### src/frps_pkg.sv
// shared types, widths and constants of the frame rms and peak statistics block
package frps_pkg;

    localparam int SAMPLE_W  = 16;
    localparam int HIGH_W    = SAMPLE_W - 1;
    localparam int SUM_W     = 43;
    localparam int CNT_W     = 13;
    localparam int IDX_W     = 12;
    localparam int RMS_W     = 22;
    localparam int MODE_W    = 2;
    localparam int MAX_FRAME = 4096;

    // shared shift/add unit
    localparam int ACC_W  = 69;             // widest operand: 26 x 43 bit product
    localparam int REM_W  = 28;             // partial remainder of divide and root
    localparam int QUO_W  = 44;             // multiplier bits, quotient, root
    localparam int DVS_W  = 27;             // multiplicand or divisor
    localparam int ROOT_W = QUO_W / 2;
    localparam int STEP_W = $clog2(ACC_W);

    localparam int MUL_STEPS       = SUM_W;
    localparam int DIV_STEPS_WAVE  = SUM_W;
    localparam int DIV_STEPS_SPEC  = ACC_W;
    localparam int SQRT_STEPS      = ROOT_W;

    // 0.8165 squared as a ratio: 8165^2 / 10000^2
    localparam logic [DVS_W-1:0] SPEC_NUM_SQ = 27'd66667225;
    localparam logic [DVS_W-1:0] SPEC_DEN_SQ = 27'd100000000;

    localparam logic signed [SAMPLE_W-1:0] LOW_RESET = 16'sh7fff;

    localparam logic [MODE_W-1:0] MODE_WAVE = 2'd0;
    localparam logic [MODE_W-1:0] MODE_SPEC = 2'd1;
    localparam logic [MODE_W-1:0] MODE_PEAK = 2'd2;

    typedef enum logic [2:0] {
        S_IDLE,
        S_LOAD,
        S_MUL,
        S_DIV,
        S_SQRT,
        S_OUT
    } t_state;

endpackage

### src/frps_if.sv
// valid/ready channel interfaces for samples in and frame results out
interface frps_in_if
    import frps_pkg::*;
();
    logic                       valid;
    logic                       ready;
    logic signed [SAMPLE_W-1:0] sample;
    logic                       frame_end;

    modport source (output valid, sample, frame_end, input ready);
    modport sink   (input valid, sample, frame_end, output ready);
endinterface

interface frps_out_if
    import frps_pkg::*;
();
    logic                       valid;
    logic                       ready;
    logic [RMS_W-1:0]           rms_value;
    logic signed [SAMPLE_W-1:0] peak_low;
    logic [HIGH_W-1:0]          peak_high;
    logic [IDX_W-1:0]           peak_position;

    modport source (output valid, rms_value, peak_low, peak_high, peak_position, input ready);
    modport sink   (input valid, rms_value, peak_low, peak_high, peak_position, output ready);
endinterface

### src/frame_rms_and_peak_statistics.sv
// frame rms and peak statistics: per-sample accumulation and a shared shift/add unit
//
//  channel  | dir | handshake       | payload
//  ---------+-----+-----------------+-------------------------------------------------
//  i_in     | in  | valid / ready   | sample (s16), frame_end
//  o_out    | out | valid / ready   | rms_value (u22), peak_low (s16), peak_high (u15),
//           |     |                 | peak_position (u12)
//  i_cfg_*  | in  | wr_en strobe    | wr_data = rms_mode (u2)
//
//  samples go in one beat per cycle while idle; the beat with frame_end starts the rms job
//  rms job runs on one shared add/subtract unit, one bit per cycle:
//    waveform divide then root, spectrum multiply, divide then root, peak multiply then root, input not ready meanwhile
//  a finished result sits in the output register; the next frame streams in while it waits
//  reset is synchronous, active low; clears statistics, mode and the output valid
module frame_rms_and_peak_statistics
    import frps_pkg::*;
(
    input  logic              i_clk,
    input  logic              i_rst_n,
    frps_in_if.sink           i_in,
    frps_out_if.source        o_out,
    input  logic              i_cfg_wr_en,
    input  logic [MODE_W-1:0] i_cfg_wr_data
);

    // control
    t_state              r_state, n_state;
    logic [MODE_W-1:0]   r_rms_mode;

    // frame statistics
    logic [SUM_W-1:0]           r_sum;
    logic [CNT_W-1:0]           r_count;
    logic signed [SAMPLE_W-1:0] r_low;
    logic [HIGH_W-1:0]          r_high;
    logic [IDX_W-1:0]           r_index;

    // shared unit operands
    logic [ACC_W-1:0]   r_acc,  n_acc;
    logic [REM_W-1:0]   r_rem,  n_rem;
    logic [QUO_W-1:0]   r_quo,  n_quo;
    logic [DVS_W-1:0]   r_dvs,  n_dvs;
    logic [STEP_W-1:0]  r_step, n_step;

    // output register
    logic                       r_out_valid;
    logic [RMS_W-1:0]           r_out_rms;
    logic signed [SAMPLE_W-1:0] r_out_low;
    logic [HIGH_W-1:0]          r_out_high;
    logic [IDX_W-1:0]           r_out_pos;

    logic                  w_in_beat;
    logic                  w_room;
    logic [SAMPLE_W-1:0]   w_raw;
    logic [SAMPLE_W-1:0]   w_mag;
    logic [2*SAMPLE_W-1:0] w_square;
    logic                  w_above;
    logic                  w_below;
    logic                  w_out_free;
    logic                  w_retire;
    logic                  w_last_step;
    logic                  w_peak_mode;
    logic                  w_spec_mode;

    logic [ACC_W-1:0]      w_alu_a;
    logic [ACC_W-1:0]      w_alu_b;
    logic                  w_alu_sub;
    logic [ACC_W:0]        w_alu;
    logic                  w_fits;
    logic [REM_W-1:0]      w_div_rem;
    logic [REM_W-1:0]      w_sqrt_rem;
    logic [ROOT_W+1:0]     w_sqrt_try;
    logic [QUO_W-1:0]      w_quo_shift;

    assign i_in.ready  = (r_state == S_IDLE);
    assign w_in_beat   = i_in.valid & i_in.ready;
    assign w_out_free  = !r_out_valid || o_out.ready;
    assign w_retire    = (r_state == S_OUT) && w_out_free;
    assign w_last_step = (r_step == '0);
    assign w_peak_mode = (r_rms_mode == MODE_PEAK);
    assign w_spec_mode = (r_rms_mode == MODE_SPEC);

    // ---------------------------------------------------------------
    // per-sample accumulation, one beat per cycle while idle
    // ---------------------------------------------------------------
    // samples past the frame limit are dropped but still may end the frame
    assign w_room   = (r_count < CNT_W'(MAX_FRAME));
    assign w_raw    = i_in.sample;
    assign w_mag    = w_raw[SAMPLE_W-1] ? (~w_raw + 1'b1) : w_raw;
    assign w_square = w_mag * w_mag;
    assign w_above  = !w_raw[SAMPLE_W-1] && (w_raw[HIGH_W-1:0] > r_high);
    assign w_below  = (i_in.sample < r_low);

    always_ff @(posedge i_clk) begin
        if (!i_rst_n || w_retire) begin
            r_sum   <= '0;
            r_count <= '0;
            r_low   <= LOW_RESET;
            r_high  <= '0;
            r_index <= '0;
        end else if (w_in_beat && w_room) begin
            r_sum   <= r_sum + SUM_W'(w_square);
            r_count <= r_count + 1'b1;
            if (w_below) begin
                r_low <= i_in.sample;
            end
            // strict compare keeps the first occurrence of the maximum
            if (w_above) begin
                r_high  <= w_raw[HIGH_W-1:0];
                r_index <= r_count[IDX_W-1:0];
            end
        end
    end

    always_ff @(posedge i_clk) begin
        if (!i_rst_n) begin
            r_rms_mode <= MODE_WAVE;
        end else if (i_cfg_wr_en) begin
            r_rms_mode <= i_cfg_wr_data;
        end
    end

    // ---------------------------------------------------------------
    // shared add/subtract unit
    //   multiply: acc = 2*acc + (bit ? dvs : 0), multiplier bits msb first from quo
    //   divide:   restoring, dividend bits shift out of the top of acc
    //   root:     digit by digit, two radicand bits per step from the top of acc
    // ---------------------------------------------------------------
    assign w_div_rem   = {r_rem[REM_W-2:0], r_acc[ACC_W-1]};
    assign w_sqrt_rem  = {r_rem[REM_W-3:0], r_acc[ACC_W-1 -: 2]};
    assign w_sqrt_try  = {r_quo[ROOT_W-1:0], 2'b01};

    always_comb begin
        w_alu_a   = '0;
        w_alu_b   = '0;
        w_alu_sub = 1'b0;
        case (r_state)
            S_MUL: begin
                w_alu_a = {r_acc[ACC_W-2:0], 1'b0};
                w_alu_b = r_quo[SUM_W-1] ? ACC_W'(r_dvs) : '0;
            end
            S_DIV: begin
                w_alu_a   = ACC_W'(w_div_rem);
                w_alu_b   = ACC_W'(r_dvs);
                w_alu_sub = 1'b1;
            end
            S_SQRT: begin
                w_alu_a   = ACC_W'(w_sqrt_rem);
                w_alu_b   = ACC_W'(w_sqrt_try);
                w_alu_sub = 1'b1;
            end
            default: begin
                w_alu_sub = 1'b0;
            end
        endcase
    end

    assign w_alu = {1'b0, w_alu_a} + {1'b0, (w_alu_sub ? ~w_alu_b : w_alu_b)}
                 + (ACC_W+1)'(w_alu_sub);
    // carry out of a subtract means no borrow: the trial value fits
    assign w_fits      = w_alu[ACC_W];
    assign w_quo_shift = {r_quo[QUO_W-2:0], w_fits};

    // ---------------------------------------------------------------
    // sequencer: next state
    // ---------------------------------------------------------------
    always_comb begin
        n_state = r_state;
        case (r_state)
            S_IDLE: begin
                if (w_in_beat && i_in.frame_end) begin
                    n_state = S_LOAD;
                end
            end
            S_LOAD: begin
                n_state = (w_spec_mode || w_peak_mode) ? S_MUL : S_DIV;
            end
            S_MUL: begin
                if (w_last_step) begin
                    n_state = w_peak_mode ? S_SQRT : S_DIV;
                end
            end
            S_DIV: begin
                if (w_last_step) begin
                    n_state = S_SQRT;
                end
            end
            S_SQRT: begin
                if (w_last_step) begin
                    n_state = S_OUT;
                end
            end
            S_OUT: begin
                if (w_out_free) begin
                    n_state = S_IDLE;
                end
            end
            default: begin
                n_state = S_IDLE;
            end
        endcase
    end

    // ---------------------------------------------------------------
    // sequencer: datapath updates
    // ---------------------------------------------------------------
    always_comb begin
        n_acc  = r_acc;
        n_rem  = r_rem;
        n_quo  = r_quo;
        n_dvs  = r_dvs;
        n_step = r_step;
        case (r_state)
            S_LOAD: begin
                n_rem  = '0;
                case (r_rms_mode)
                    MODE_SPEC: begin
                        // sum * 8165^2, later divided by 10000^2
                        n_acc  = '0;
                        n_quo  = QUO_W'(r_sum);
                        n_dvs  = SPEC_NUM_SQ;
                        n_step = STEP_W'(MUL_STEPS - 1);
                    end
                    MODE_PEAK: begin
                        // high^2, halved before the root
                        n_acc  = '0;
                        n_quo  = QUO_W'(r_high);
                        n_dvs  = DVS_W'(r_high);
                        n_step = STEP_W'(MUL_STEPS - 1);
                    end
                    default: begin
                        // waveform, unused code too: sum / count
                        n_acc  = {r_sum, {(ACC_W-SUM_W){1'b0}}};
                        n_quo  = '0;
                        n_dvs  = DVS_W'(r_count);
                        n_step = STEP_W'(DIV_STEPS_WAVE - 1);
                    end
                endcase
            end
            S_MUL: begin
                n_acc  = w_alu[ACC_W-1:0];
                n_quo  = {r_quo[QUO_W-2:0], 1'b0};
                n_step = r_step - 1'b1;
                if (w_last_step) begin
                    n_quo = '0;
                    n_rem = '0;
                    if (w_peak_mode) begin
                        n_acc  = {1'b0, w_alu[QUO_W-1:1], {(ACC_W-QUO_W){1'b0}}};
                        n_step = STEP_W'(SQRT_STEPS - 1);
                    end else begin
                        n_dvs  = SPEC_DEN_SQ;
                        n_step = STEP_W'(DIV_STEPS_SPEC - 1);
                    end
                end
            end
            S_DIV: begin
                n_acc  = {r_acc[ACC_W-2:0], 1'b0};
                n_rem  = w_fits ? w_alu[REM_W-1:0] : w_div_rem;
                n_quo  = w_quo_shift;
                n_step = r_step - 1'b1;
                if (w_last_step) begin
                    // quotient becomes the radicand
                    n_acc  = {w_quo_shift, {(ACC_W-QUO_W){1'b0}}};
                    n_rem  = '0;
                    n_quo  = '0;
                    n_step = STEP_W'(SQRT_STEPS - 1);
                end
            end
            S_SQRT: begin
                n_acc  = {r_acc[ACC_W-3:0], 2'b00};
                n_rem  = w_fits ? w_alu[REM_W-1:0] : w_sqrt_rem;
                n_quo  = w_quo_shift;
                n_step = r_step - 1'b1;
            end
            default: begin
                n_step = r_step;
            end
        endcase
    end

    always_ff @(posedge i_clk) begin
        if (!i_rst_n) begin
            r_state <= S_IDLE;
            r_step  <= '0;
        end else begin
            r_state <= n_state;
            r_step  <= n_step;
        end
    end

    always_ff @(posedge i_clk) begin
        r_acc <= n_acc;
        r_rem <= n_rem;
        r_quo <= n_quo;
        r_dvs <= n_dvs;
    end

    // ---------------------------------------------------------------
    // output register
    // ---------------------------------------------------------------
    always_ff @(posedge i_clk) begin
        if (!i_rst_n) begin
            r_out_valid <= 1'b0;
        end else if (w_retire) begin
            r_out_valid <= 1'b1;
        end else if (o_out.ready) begin
            r_out_valid <= 1'b0;
        end
    end

    // the root of a 44-bit radicand is below 2^22, so it fits the 22-bit rms output without saturation
    always_ff @(posedge i_clk) begin
        if (w_retire) begin
            r_out_rms  <= r_quo[RMS_W-1:0];
            r_out_low  <= r_low;
            r_out_high <= r_high;
            r_out_pos  <= r_index;
        end
    end

    assign o_out.valid         = r_out_valid;
    assign o_out.rms_value     = r_out_rms;
    assign o_out.peak_low      = r_out_low;
    assign o_out.peak_high     = r_out_high;
    assign o_out.peak_position = r_out_pos;

endmodule
### src/flat_wrapper.sv
// flat-port wrapper written by rule: the top's interface ports become plain ports
module frame_rms_and_peak_statistics_flat import frps_pkg::*;
  (i_clk, i_rst_n, i_cfg_wr_en, i_cfg_wr_data, i_in_valid, i_in_sample, i_in_frame_end, i_in_ready, o_out_valid, o_out_rms_value, o_out_peak_low, o_out_peak_high, o_out_peak_position, o_out_ready);
  frps_in_if i_in_i ();
  frps_out_if o_out_i ();
  input  logic i_clk;
  input  logic i_rst_n;
  input  logic i_cfg_wr_en;
  input  logic [MODE_W-1:0] i_cfg_wr_data;
  input wire logic [$bits(i_in_i.valid)-1:0] i_in_valid;
  input wire logic [$bits(i_in_i.sample)-1:0] i_in_sample;
  input wire logic [$bits(i_in_i.frame_end)-1:0] i_in_frame_end;
  output wire logic [$bits(i_in_i.ready)-1:0] i_in_ready;
  output wire logic [$bits(o_out_i.valid)-1:0] o_out_valid;
  output wire logic [$bits(o_out_i.rms_value)-1:0] o_out_rms_value;
  output wire logic [$bits(o_out_i.peak_low)-1:0] o_out_peak_low;
  output wire logic [$bits(o_out_i.peak_high)-1:0] o_out_peak_high;
  output wire logic [$bits(o_out_i.peak_position)-1:0] o_out_peak_position;
  input wire logic [$bits(o_out_i.ready)-1:0] o_out_ready;
  assign i_in_i.valid = i_in_valid;
  assign i_in_i.sample = i_in_sample;
  assign i_in_i.frame_end = i_in_frame_end;
  assign i_in_ready = i_in_i.ready;
  assign o_out_valid = o_out_i.valid;
  assign o_out_rms_value = o_out_i.rms_value;
  assign o_out_peak_low = o_out_i.peak_low;
  assign o_out_peak_high = o_out_i.peak_high;
  assign o_out_peak_position = o_out_i.peak_position;
  assign o_out_i.ready = o_out_ready;
  frame_rms_and_peak_statistics u_core (.i_clk(i_clk), .i_rst_n(i_rst_n), .i_in(i_in_i), .o_out(o_out_i), .i_cfg_wr_en(i_cfg_wr_en), .i_cfg_wr_data(i_cfg_wr_data));
endmodule
### config.mk
export PLATFORM = sky130hd
export DESIGN_NAME = frame_rms_and_peak_statistics_flat
export DESIGN_NICKNAME = d
export VERILOG_FILES = /design/src/frps_pkg.sv /design/src/frps_if.sv /design/src/frame_rms_and_peak_statistics.sv /design/src/flat_wrapper.sv
export SDC_FILE = /design/constraint.sdc
export NUM_CORES = 1
export LEC_CHECK = 0
export ABC_AREA = 1
export BUFFER_PORTS_ARGS = -buffer_cell sky130_fd_sc_hd__buf_2
export CORE_MARGIN = 2
export CORE_UTILIZATION = 30
export CTS_CLUSTER_SIZE = 10
export DETAILED_ROUTE_END_ITERATION = 10
export GPL_ROUTABILITY_DRIVEN = 0
export PLACE_DENSITY = 0.55
export SKIP_LAST_GASP = 1
export SYNTH_ARGS = -nofsm -noshare
export SYNTH_HDL_FRONTEND = slang
export SYNTH_SLANG_ARGS = --single-unit
### constraint.sdc
create_clock -name i_clk -period 19.1 [get_ports i_clk]
set_input_delay 0.955 -clock i_clk [delete_from_list [all_inputs] [get_ports i_clk]]
set_output_delay 0.955 -clock i_clk [all_outputs]
set_load 0.02 [all_outputs]
# After elaboration in Yosys (flattened, before gate mapping)
# Cells that the tools add are included.
[op_classes]
n_addsub = 6
mul = 1
magnitude_cmp = 3
n_eq_ne = 13
mux = 38
n_bitwise = 3
reduce_logical = 22
[ops]
columns = ["op", "n"]
rows = [
  ["69-bit 2-to-1 mux", 5],
  ["69-bit case mux with 4 select lines", 1],
  ["69-bit case mux with 3 select lines", 1],
  ["27-bit 2-to-1 mux", 7],
  ["43-bit case mux with 4 select lines", 1],
  ["27-bit case mux with 4 select lines", 1],
  ["43-bit 2-to-1 mux", 2],
  ["43-bit case mux with 2 select lines", 1],
  ["27-bit case mux with 3 select lines", 1],
  ["69-bit by 69-bit adder with 70-bit output", 1],
  ["70-bit by 1-bit adder with 70-bit output", 1],
  ["69-bit NOT", 1],
  ["27-bit case mux with 2 select lines", 1],
  ["26-bit case mux with 2 select lines", 1],
  ["43-bit by 32-bit adder with 43-bit output", 1],
  ["16-bit by 16-bit multiplier with 32-bit output", 1],
  ["7-bit case mux with 4 select lines", 1],
  ["7-bit 2-to-1 mux", 3],
  ["3-bit 2-to-1 mux", 6],
  ["3-bit case mux with 6 select lines", 1],
  ["16-bit by 1-bit adder with 16-bit output, second input constant", 1],
  ["16-bit less-than comparator", 1],
  ["16-bit 2-to-1 mux", 1],
  ["16-bit NOT", 1],
  ["other kinds (24)", 44],
]
[totals]
ff_bits = 343
input_bits = 24
output_inout_bits = 67
word_cells = 103

# Longest topological paths before layout
# Gate-level depths: netlist of the first run.
[logic_depth]
word_depth = 9
ltp_mapped = 42
mapped_depth_nobuf = 40

# Least setup slack after synthesis of the first run
# Ideal clock, no wire load.
[synth_path]
path_kind = "in2reg"
from = "in i_in_sample[0]"
to = "reg u_core.r_sum[38]"
setup_time_ps = 113
t_arrival_ps = 7773
required_time_ps = 18987
setup_slack_ps = 11214
cell_stages = 40
path_buffers = 2
path_cell_list = "clkinv_1 clkbuf_1 ha_1 inv_1 nor2_1 inv_1 nor2_1 nand3_1 inv_1 nand2_1 nand2_1 xor2_2 inv_1 clkbuf_1 nor2_1 fa_1 inv_1 fa_1 [... 4 more ...] inv_1 fa_1 inv_1 ha_1 nand2_1 nor2_1 nand2_1 nor4b_1 nand2_1 nand2_1 nand2_1 nand2_1 nand2_1 o211ai_1 and2_1 nand2_1 nand2_1 nor2_1"
[synth_between]
elab_chain_len = 5
[synth_rtl]
columns = ["item", "line", "text"]
rows = [
  ["start, declared", "flat_wrapper.sv:11", "input wire logic [$bits(i_in_i.sample)-1:0] i_in_sample;"],
  ["16-bit NOT", "frame_rms_and_peak_statistics.sv:88", "assign w_mag = w_raw[SAMPLE_W-1] ? (~w_raw + 1'b1) : w_raw;"],
  ["16-bit by 1-bit adder with 16-bit output", "frame_rms_and_peak_statistics.sv:88", ""],
  ["16-bit 2-to-1 mux *", "frame_rms_and_peak_statistics.sv:88", ""],
  ["16-bit by 16-bit multiplier with 32-bit output *", "frame_rms_and_peak_statistics.sv:89", "assign w_square = w_mag * w_mag;"],
  ["43-bit by 32-bit adder with 43-bit output *", "frame_rms_and_peak_statistics.sv:101", "r_sum <= r_sum + SUM_W'(w_square);"],
  ["end signal, assigned", "frame_rms_and_peak_statistics.sv:101", ""],
  ["end, declared", "frame_rms_and_peak_statistics.sv:31", "logic [SUM_W-1:0] r_sum;"],
]
# Every way passes the cells marked *; elsewhere a longest branch is shown, timed or not.
# A chain may end at the register's enable or synchronous reset.

# Worst setup path in the final report of the first run
# Same ends and word-level chain as after synthesis.

==> results of run 1 <==
[metrics by stage]
step | cell area (um^2) | setup WS [ns] | utilization (%)
finish | 33900 | 10.48 | 33.4
detailed placement | 32500 | 9.87 | 32.0
global placement | 32500 | 10.01 | 32.0
CTS | 33900 | 10.52 | 33.4
global route | 33900 | 9.65 | 33.4
floorplan | 30600 | 11.21 | -
[routing by layer]
layer  wire, um  share of wire, %  global-route usage (%)
met4       3870               3.7                    6.90
met3       7440               7.2                    2.85
met1      47500                46                    28.1
met5         32             0.031                       0
met2      44600                43                    30.8
[area by class of cell]
class / instances / area (um^2) / area share [%]
repair buffers: 118 / 661 / 1.95
flip-flops and latches: 335 / 8940 / 26.4
well taps: 1368 / 1710 / 5.05
clock inverters: 11 / 160 / 0.473
clock buffers: 70 / 1250 / 3.69
inverters: 779 / 2930 / 8.64
multi-input cells: 2754 / 18200 / 53.8
[placed cells by master, fill, tap and decap left out, drive strengths merged, types with 13 or more instances in the layout]
cell type and count:
a21o 25, a21oi 315, a31oi 14, buf 118
clkbuf 70, clkinv 13, dfxtp 112, edfxtp 223
fa 195, ha 209, inv 774, nand2 643
nand3 221, nand4 28, nor2 409, nor3 40
o211ai 74, o21a 19, o21ai 284, o21bai 13
o221ai 20, o22ai 49, o31ai 30, xnor2 23
xor2 49
[state kept, by name, indices dropped and copies added (netlist names)]
register	flops
u_core.r_sum	43
u_core.o_out.peak_low	16
u_core.r_quo	43
u_core.o_out.valid	1
u_core.o_out.peak_high	15
u_core.r_low	16
u_core.o_out.rms_value	22
u_core.r_dvs	19
u_core.r_index	12
u_core.r_count	13
u_core.r_rem	27
u_core.r_acc	69
u_core.o_out.peak_position	12
u_core.r_high	15
u_core.r_state	3
u_core.r_step	7
u_core.r_rms_mode	2
[logic make-up after synthesis]
family	after synthesis	share of synthesized area, %
DFF	335	29.2
and+or+nand+nor	1372	18.9
xor gates and xnor gates	72	2.09
AOI/OAI and AO/OA	895	17.1
buffers and inverters	909	11.4
adders and majority gates	404	21.3
other	2	0.0246
[worst max-delay path by stage]
stage | startpoint | to | slack [ns]
final | i_in_sample[0] | u_core.r_sum[38]$_SDFFE_PP0P_ | 10.48
after global routing | i_in_sample[0] | u_core.r_sum[42]$_SDFFE_PP0P_ | 9.65
after CTS | i_in_sample[0] | u_core.r_sum[38]$_SDFFE_PP0P_ | 10.52
after detailed placement | i_in_sample[0] | u_core.r_sum[38]$_SDFFE_PP0P_ | 9.87
after global placement | i_in_sample[0] | u_core.r_sum[38]$_SDFFE_PP0P_ | 10.01
after floorplan | i_in_sample[0] | u_core.r_sum[38]$_SDFFE_PP0P_ | 11.21
[where the power goes]
group	switching [mW]	leakage (nW)	internal [mW]
clock	0.355	0.668	0.468
combinational	2.99	11.5	1.51
sequential	0.234	3.05	1.13
[critical path, delay by kind of cell]
| family | cells | cell delay [ns] |
|---|---|---|
| compound gates | 1 | 0.14 |
| xor+xnor | 1 | 0.48 |
| fa+ha+maj | 8 | 3.85 |
| buf+inv | 10 | 1.50 |
| simple gates | 19 | 2.19 |
==> metrics, run 1 <==
Clock Pin Slew Worst Setup and Hold Paths=0.06 ns; CTS tree=built; Synth top area share=21.9%; Hold EP=u_core.o_out.peak_position[8]$_DFFE_PP_; Die H=323 um; crit path DAT=9.14 ns; Yosys top cell by area=edfxtp_1; setup TNS=0 ns; status=finished clean; r2r endpoint=u_core.r_rem[15]$_DFFE_PP_; first-pass detailed-route iteration total=5; Post-Syn Area per Cell=7.66 um^2; sequential area share after synthesis=29.2%; Leak=15.2 nW; vias in the first global route=27006; DRC Markers=0; Crit Path Max Fanout=19; Reg2Reg Setup Slack=12.75 ns; hold path start=u_core.r_index[8]$_SDFFE_PP0P_; Max stage delay on crit path=~0.54 ns; relative slew slack=24.7%; Req. time, crit path=19.62 ns; ANT nets after route=0; global route overflow=0; Ys Warns=0; GRT Total Usage=between 10% and 20%; Hold-fix buffers, CTS=0; Power per Cell Area=198 mW/mm^2; initial antenna violation count=8; wire per inst=19.0 um; core area=0.101 mm^2; Slew @ Worst Pin=roughly 1.1 ns; 1st-iter DRT viols=about 2600; Synth Flop Type=edfxtp_1; fmax=116 MHz; Die W=~320 um; final wirelength=between 100 and 150 mm; max-slew violation count=0; Post-synth EDFFs=223; total power=6.69 mW; reg2reg start=u_core.r_state[0]$_SDFFE_PN0P_; first-pass GRT wire length=160 mm; total CTS buffers=44; Area Overhead vs Synth=10.8%; Final Hold Viols=0; synth cell count leaders=inv_1, nand2_1, nor2_1; Setup crit start kind=primary input; Initial Utilization=a little under a third; placed cells=5354; DR vias/cell=between 5 and 6; CTS Sinks=335; Post-CTS Setup Bufs=0; max cap viols=0; Max Root-Sink Buffers=3; clk_skew=0.0631 ns; reg2reg path depth=21; count leader, synth=inv_1; IO Pins=91; synthesized instance count=3989; Non-Filler Instances=5435; Mapped Area=0.0306 mm^2; die area=0.104 mm^2; root buffer cell=clkbuf_16; HP Class=flip-flop to flip-flop; Hold Worst Slack=0.419 ns; row count=117; crit end category=flip-flop; fillcell total=10802; H-tree levels=2; # port buffers=90; distinct cell type count after synthesis=between 60 and 70; post-synthesis async set-or-reset flop share=0%; Period Utilization, post-route=45.1%; share of cells above drive strength 1=5.88%; HPWL after DPL=81.2 mm; Max VDD drop=0.173 mV; hold path depth=0; fin crit period=8.62 ns; largest net degree at the start of global routing=83; Critical Path Slowest Stage Cell=fa_1; Antenna Cells=0; final setup violation count=0; Layout Nets=4460; RSZ-0062 raised after global routing=false; CP Class=primary input to flip-flop; most frequent CP cell=nand2_1; ranking of synthesized cells by area=edfxtp_1, fa_1, inv_1, ha_1, nand2_1; via count=around 28000; clock latency on the worst-skew pair=~0.63 ns; Gates resized, CTS repair=0; Synth Register Bits=335
No activity file was read; power rests on OpenSTA's default activity.
==> inputs of run 2 (changes only) <==
PLACE_DENSITY = 0.57   (was 0.55)
clock period = 7.2 ns   (was 19.1 ns; I/O delays follow)
==> metrics, run 2 (synthesis results as in run 1) <==
die area=0.104 mm^2 (unchanged); clock latency on the worst-skew pair=0.62 ns (about the same); HP Class=primary input to flip-flop; first-pass detailed-route iteration total=7 (+2); final wirelength=101 mm (-2.2%); core area=0.101 mm^2 (unchanged); fin worst setup slack=0.502 ns (-9.98 ns); CP Class=primary input to flip-flop; Period Utilization, post-route=93.0%; first-pass GRT wire length=158 mm (-1.7%); RSZ-0062 raised after global routing=false; Clock Pin Slew Worst Setup and Hold Paths=0.06 ns (about the same); # port buffers=90 (unchanged); row count=117 (unchanged); initial antenna violation count=4 (-4); reg2reg start=u_core.r_state[0]$_SDFFE_PN0P_; Finished Cell Area=0.0347 mm^2 (+2.4%); Crit Path Max Fanout=6 (-13); share of cells above drive strength 1=8.52% (+2.6 points); pre-CTS setup slack=-0.222 ns (-10.09 ns); Post-CTS Setup Bufs=0 (unchanged); fmax=149 MHz; crit path from=i_in_sample[3]; commonest non-fill, non-tap cells in the layout=inv_1, nand2_1, nor2_1; r2r endpoint=u_core.r_rem[9]$_DFFE_PP_; Non-Filler Instances=5548 (+2.1%); Req. time, crit path=7.70 ns (-11.92 ns); Max stage delay on crit path=0.55 ns (about the same); Initial Utilization=30.1% (unchanged); Area Overhead vs Synth=13.5%; root buffer cell=clkbuf_16; most common cell after layout, fill and taps aside=inv_1; reg2reg path depth=18 (-14%); 1st-iter DRT viols=2541 (-3.1%); via count=27977 (+1.3%); Critical Path Slowest Stage Cell=fa_1; Leak=15.8 nW (+3.5%); Critical Path Sink=u_core.r_sum[31]$_SDFFE_PP0P_; Slew @ Worst Pin=1.17 ns (+0.0415 ns); Die W=323 um (unchanged); max-slew violation count=0 (unchanged); area of placed instances=0.0334 mm^2 (+2.8%); GRT Total Usage=19.4% (-0.50 points); Max VDD drop=0.827 mV (+380%); Layout Nets=4578 (+2.6%); setup TNS=0 ns (unchanged); HPWL after DPL=80.6 mm (-0.73%); fillcell total=10696 (-0.98%); final setup violation count=0 (unchanged); buffers plus inverters on the worst setup path=12 (+2); most frequent CP cell=inv_1; crit path DAT=7.19 ns (-1.95 ns); crit end category=flip-flop; relative slew slack=21.9% (-2.8 points); largest registers=u_core.r_acc x69, u_core.r_quo x43, u_core.r_sum x43; IO Pins=91 (unchanged); DRC Markers=0 (unchanged); global route overflow=0 (unchanged); wire per inst=18.2 um (-4.2%); Crit path depth=36 (-7.7%); Final Hold Viols=0 (unchanged); placed cells=5472 (+2.2%); CTS tree=built; Power per Cell Area=551 mW/mm^2 (+180%); Reg2Reg Setup Slack=1.53 ns (-11.22 ns); DR vias/cell=5.04 (-0.76%); largest net degree at the start of global routing=83 (unchanged); vias in the first global route=27257 (+0.93%); H-tree levels=2 (unchanged); CTS Sinks=335 (unchanged); Setup crit start kind=primary input; total power=19.1 mW (+190%); total CTS buffers=43 (-2.3%); CP delay by family, top=adder cells; Max Root-Sink Buffers=3 (unchanged); max cap viols=0 (unchanged); Largest Register=u_core.r_acc; max FFs per register=69 (unchanged); status=finished clean; Die H=323 um (unchanged); Antenna Cells=0 (unchanged); clk_skew=0.0286 ns (-0.0345 ns); fin crit period=6.70 ns; ANT nets after route=0 (unchanged)
run 2: power by group:
group	total, mW	internal (mW)	switching [mW]
sequential	3.63	3.00	0.628
combinational	13.4	5.35	8.04
clock	2.09	1.17	0.919
total	19.1	9.52	9.58
run 2: through the flow:
| step | util [%] | hold slack, ns |
|---|---|---|
| detailed placement | 32.9 | 0.413 |
| floorplan | - | 0.403 |
| global route | 34.2 | 0.0436 |
| global placement | 32.9 | 0.409 |
| CTS | 34.2 | 0.00260 |
| finish | 34.2 | 0.0234 |
run 2: metal layers:
layer	global-route usage [%]	wire, um	vias up
met2	30.4	44100	1024
met5	0	24	-
li1	-	-	13455
met1	27.1	45600	13296
met3	2.49	7330	198
met4	7.13	4000	4
run 2: final cells by class:
| cell class | instances | area [um^2] | share of cell area (%) |
|---|---|---|---|
| clock inverters | 12 | 149 | 0.429 |
| repair buffers | 237 | 1570 | 4.52 |
| multi-input cells | 2754 | 18200 | 52.6 |
| clock buffers | 63 | 1160 | 3.35 |
| flip-flops and latches | 335 | 8940 | 25.8 |
| inverters | 779 | 2930 | 8.43 |
| well taps | 1368 | 1710 | 4.93 |
run 2: worst min-delay path by stage:
| stage | start | end | depth (start not counted) |
|---|---|---|---|
| floorplan | u_core.r_index[0]$_SDFFE_PP0P_ | u_core.o_out.peak_position[0]$_DFFE_PP_ | 0 |
| global placement | u_core.r_index[7]$_SDFFE_PP0P_ | u_core.o_out.peak_position[7]$_DFFE_PP_ | 0 |
| detailed placement | u_core.r_index[7]$_SDFFE_PP0P_ | u_core.o_out.peak_position[7]$_DFFE_PP_ | 0 |
| CTS | i_cfg_wr_data[1] | u_core.r_rms_mode[1]$_SDFFE_PN0P_ | 3 |
| global route | i_cfg_wr_data[1] | u_core.r_rms_mode[1]$_SDFFE_PN0P_ | 3 |
| finish | i_cfg_wr_data[1] | u_core.r_rms_mode[1]$_SDFFE_PN0P_ | 3 |
run 2: tightest hold or removal path, delay by kind of cell:
family | cells | cell delay, ns
AO/OA/AOI/OAI | 2 | 0.17
buffers and inverters | 1 | 0.07
run 2: what timing repair did:
item	in CTS	in global routing
hold endpoints to repair	1	0
setup endpoints to repair	0	11
hold buffers	1	0
gates resized for setup	0	9
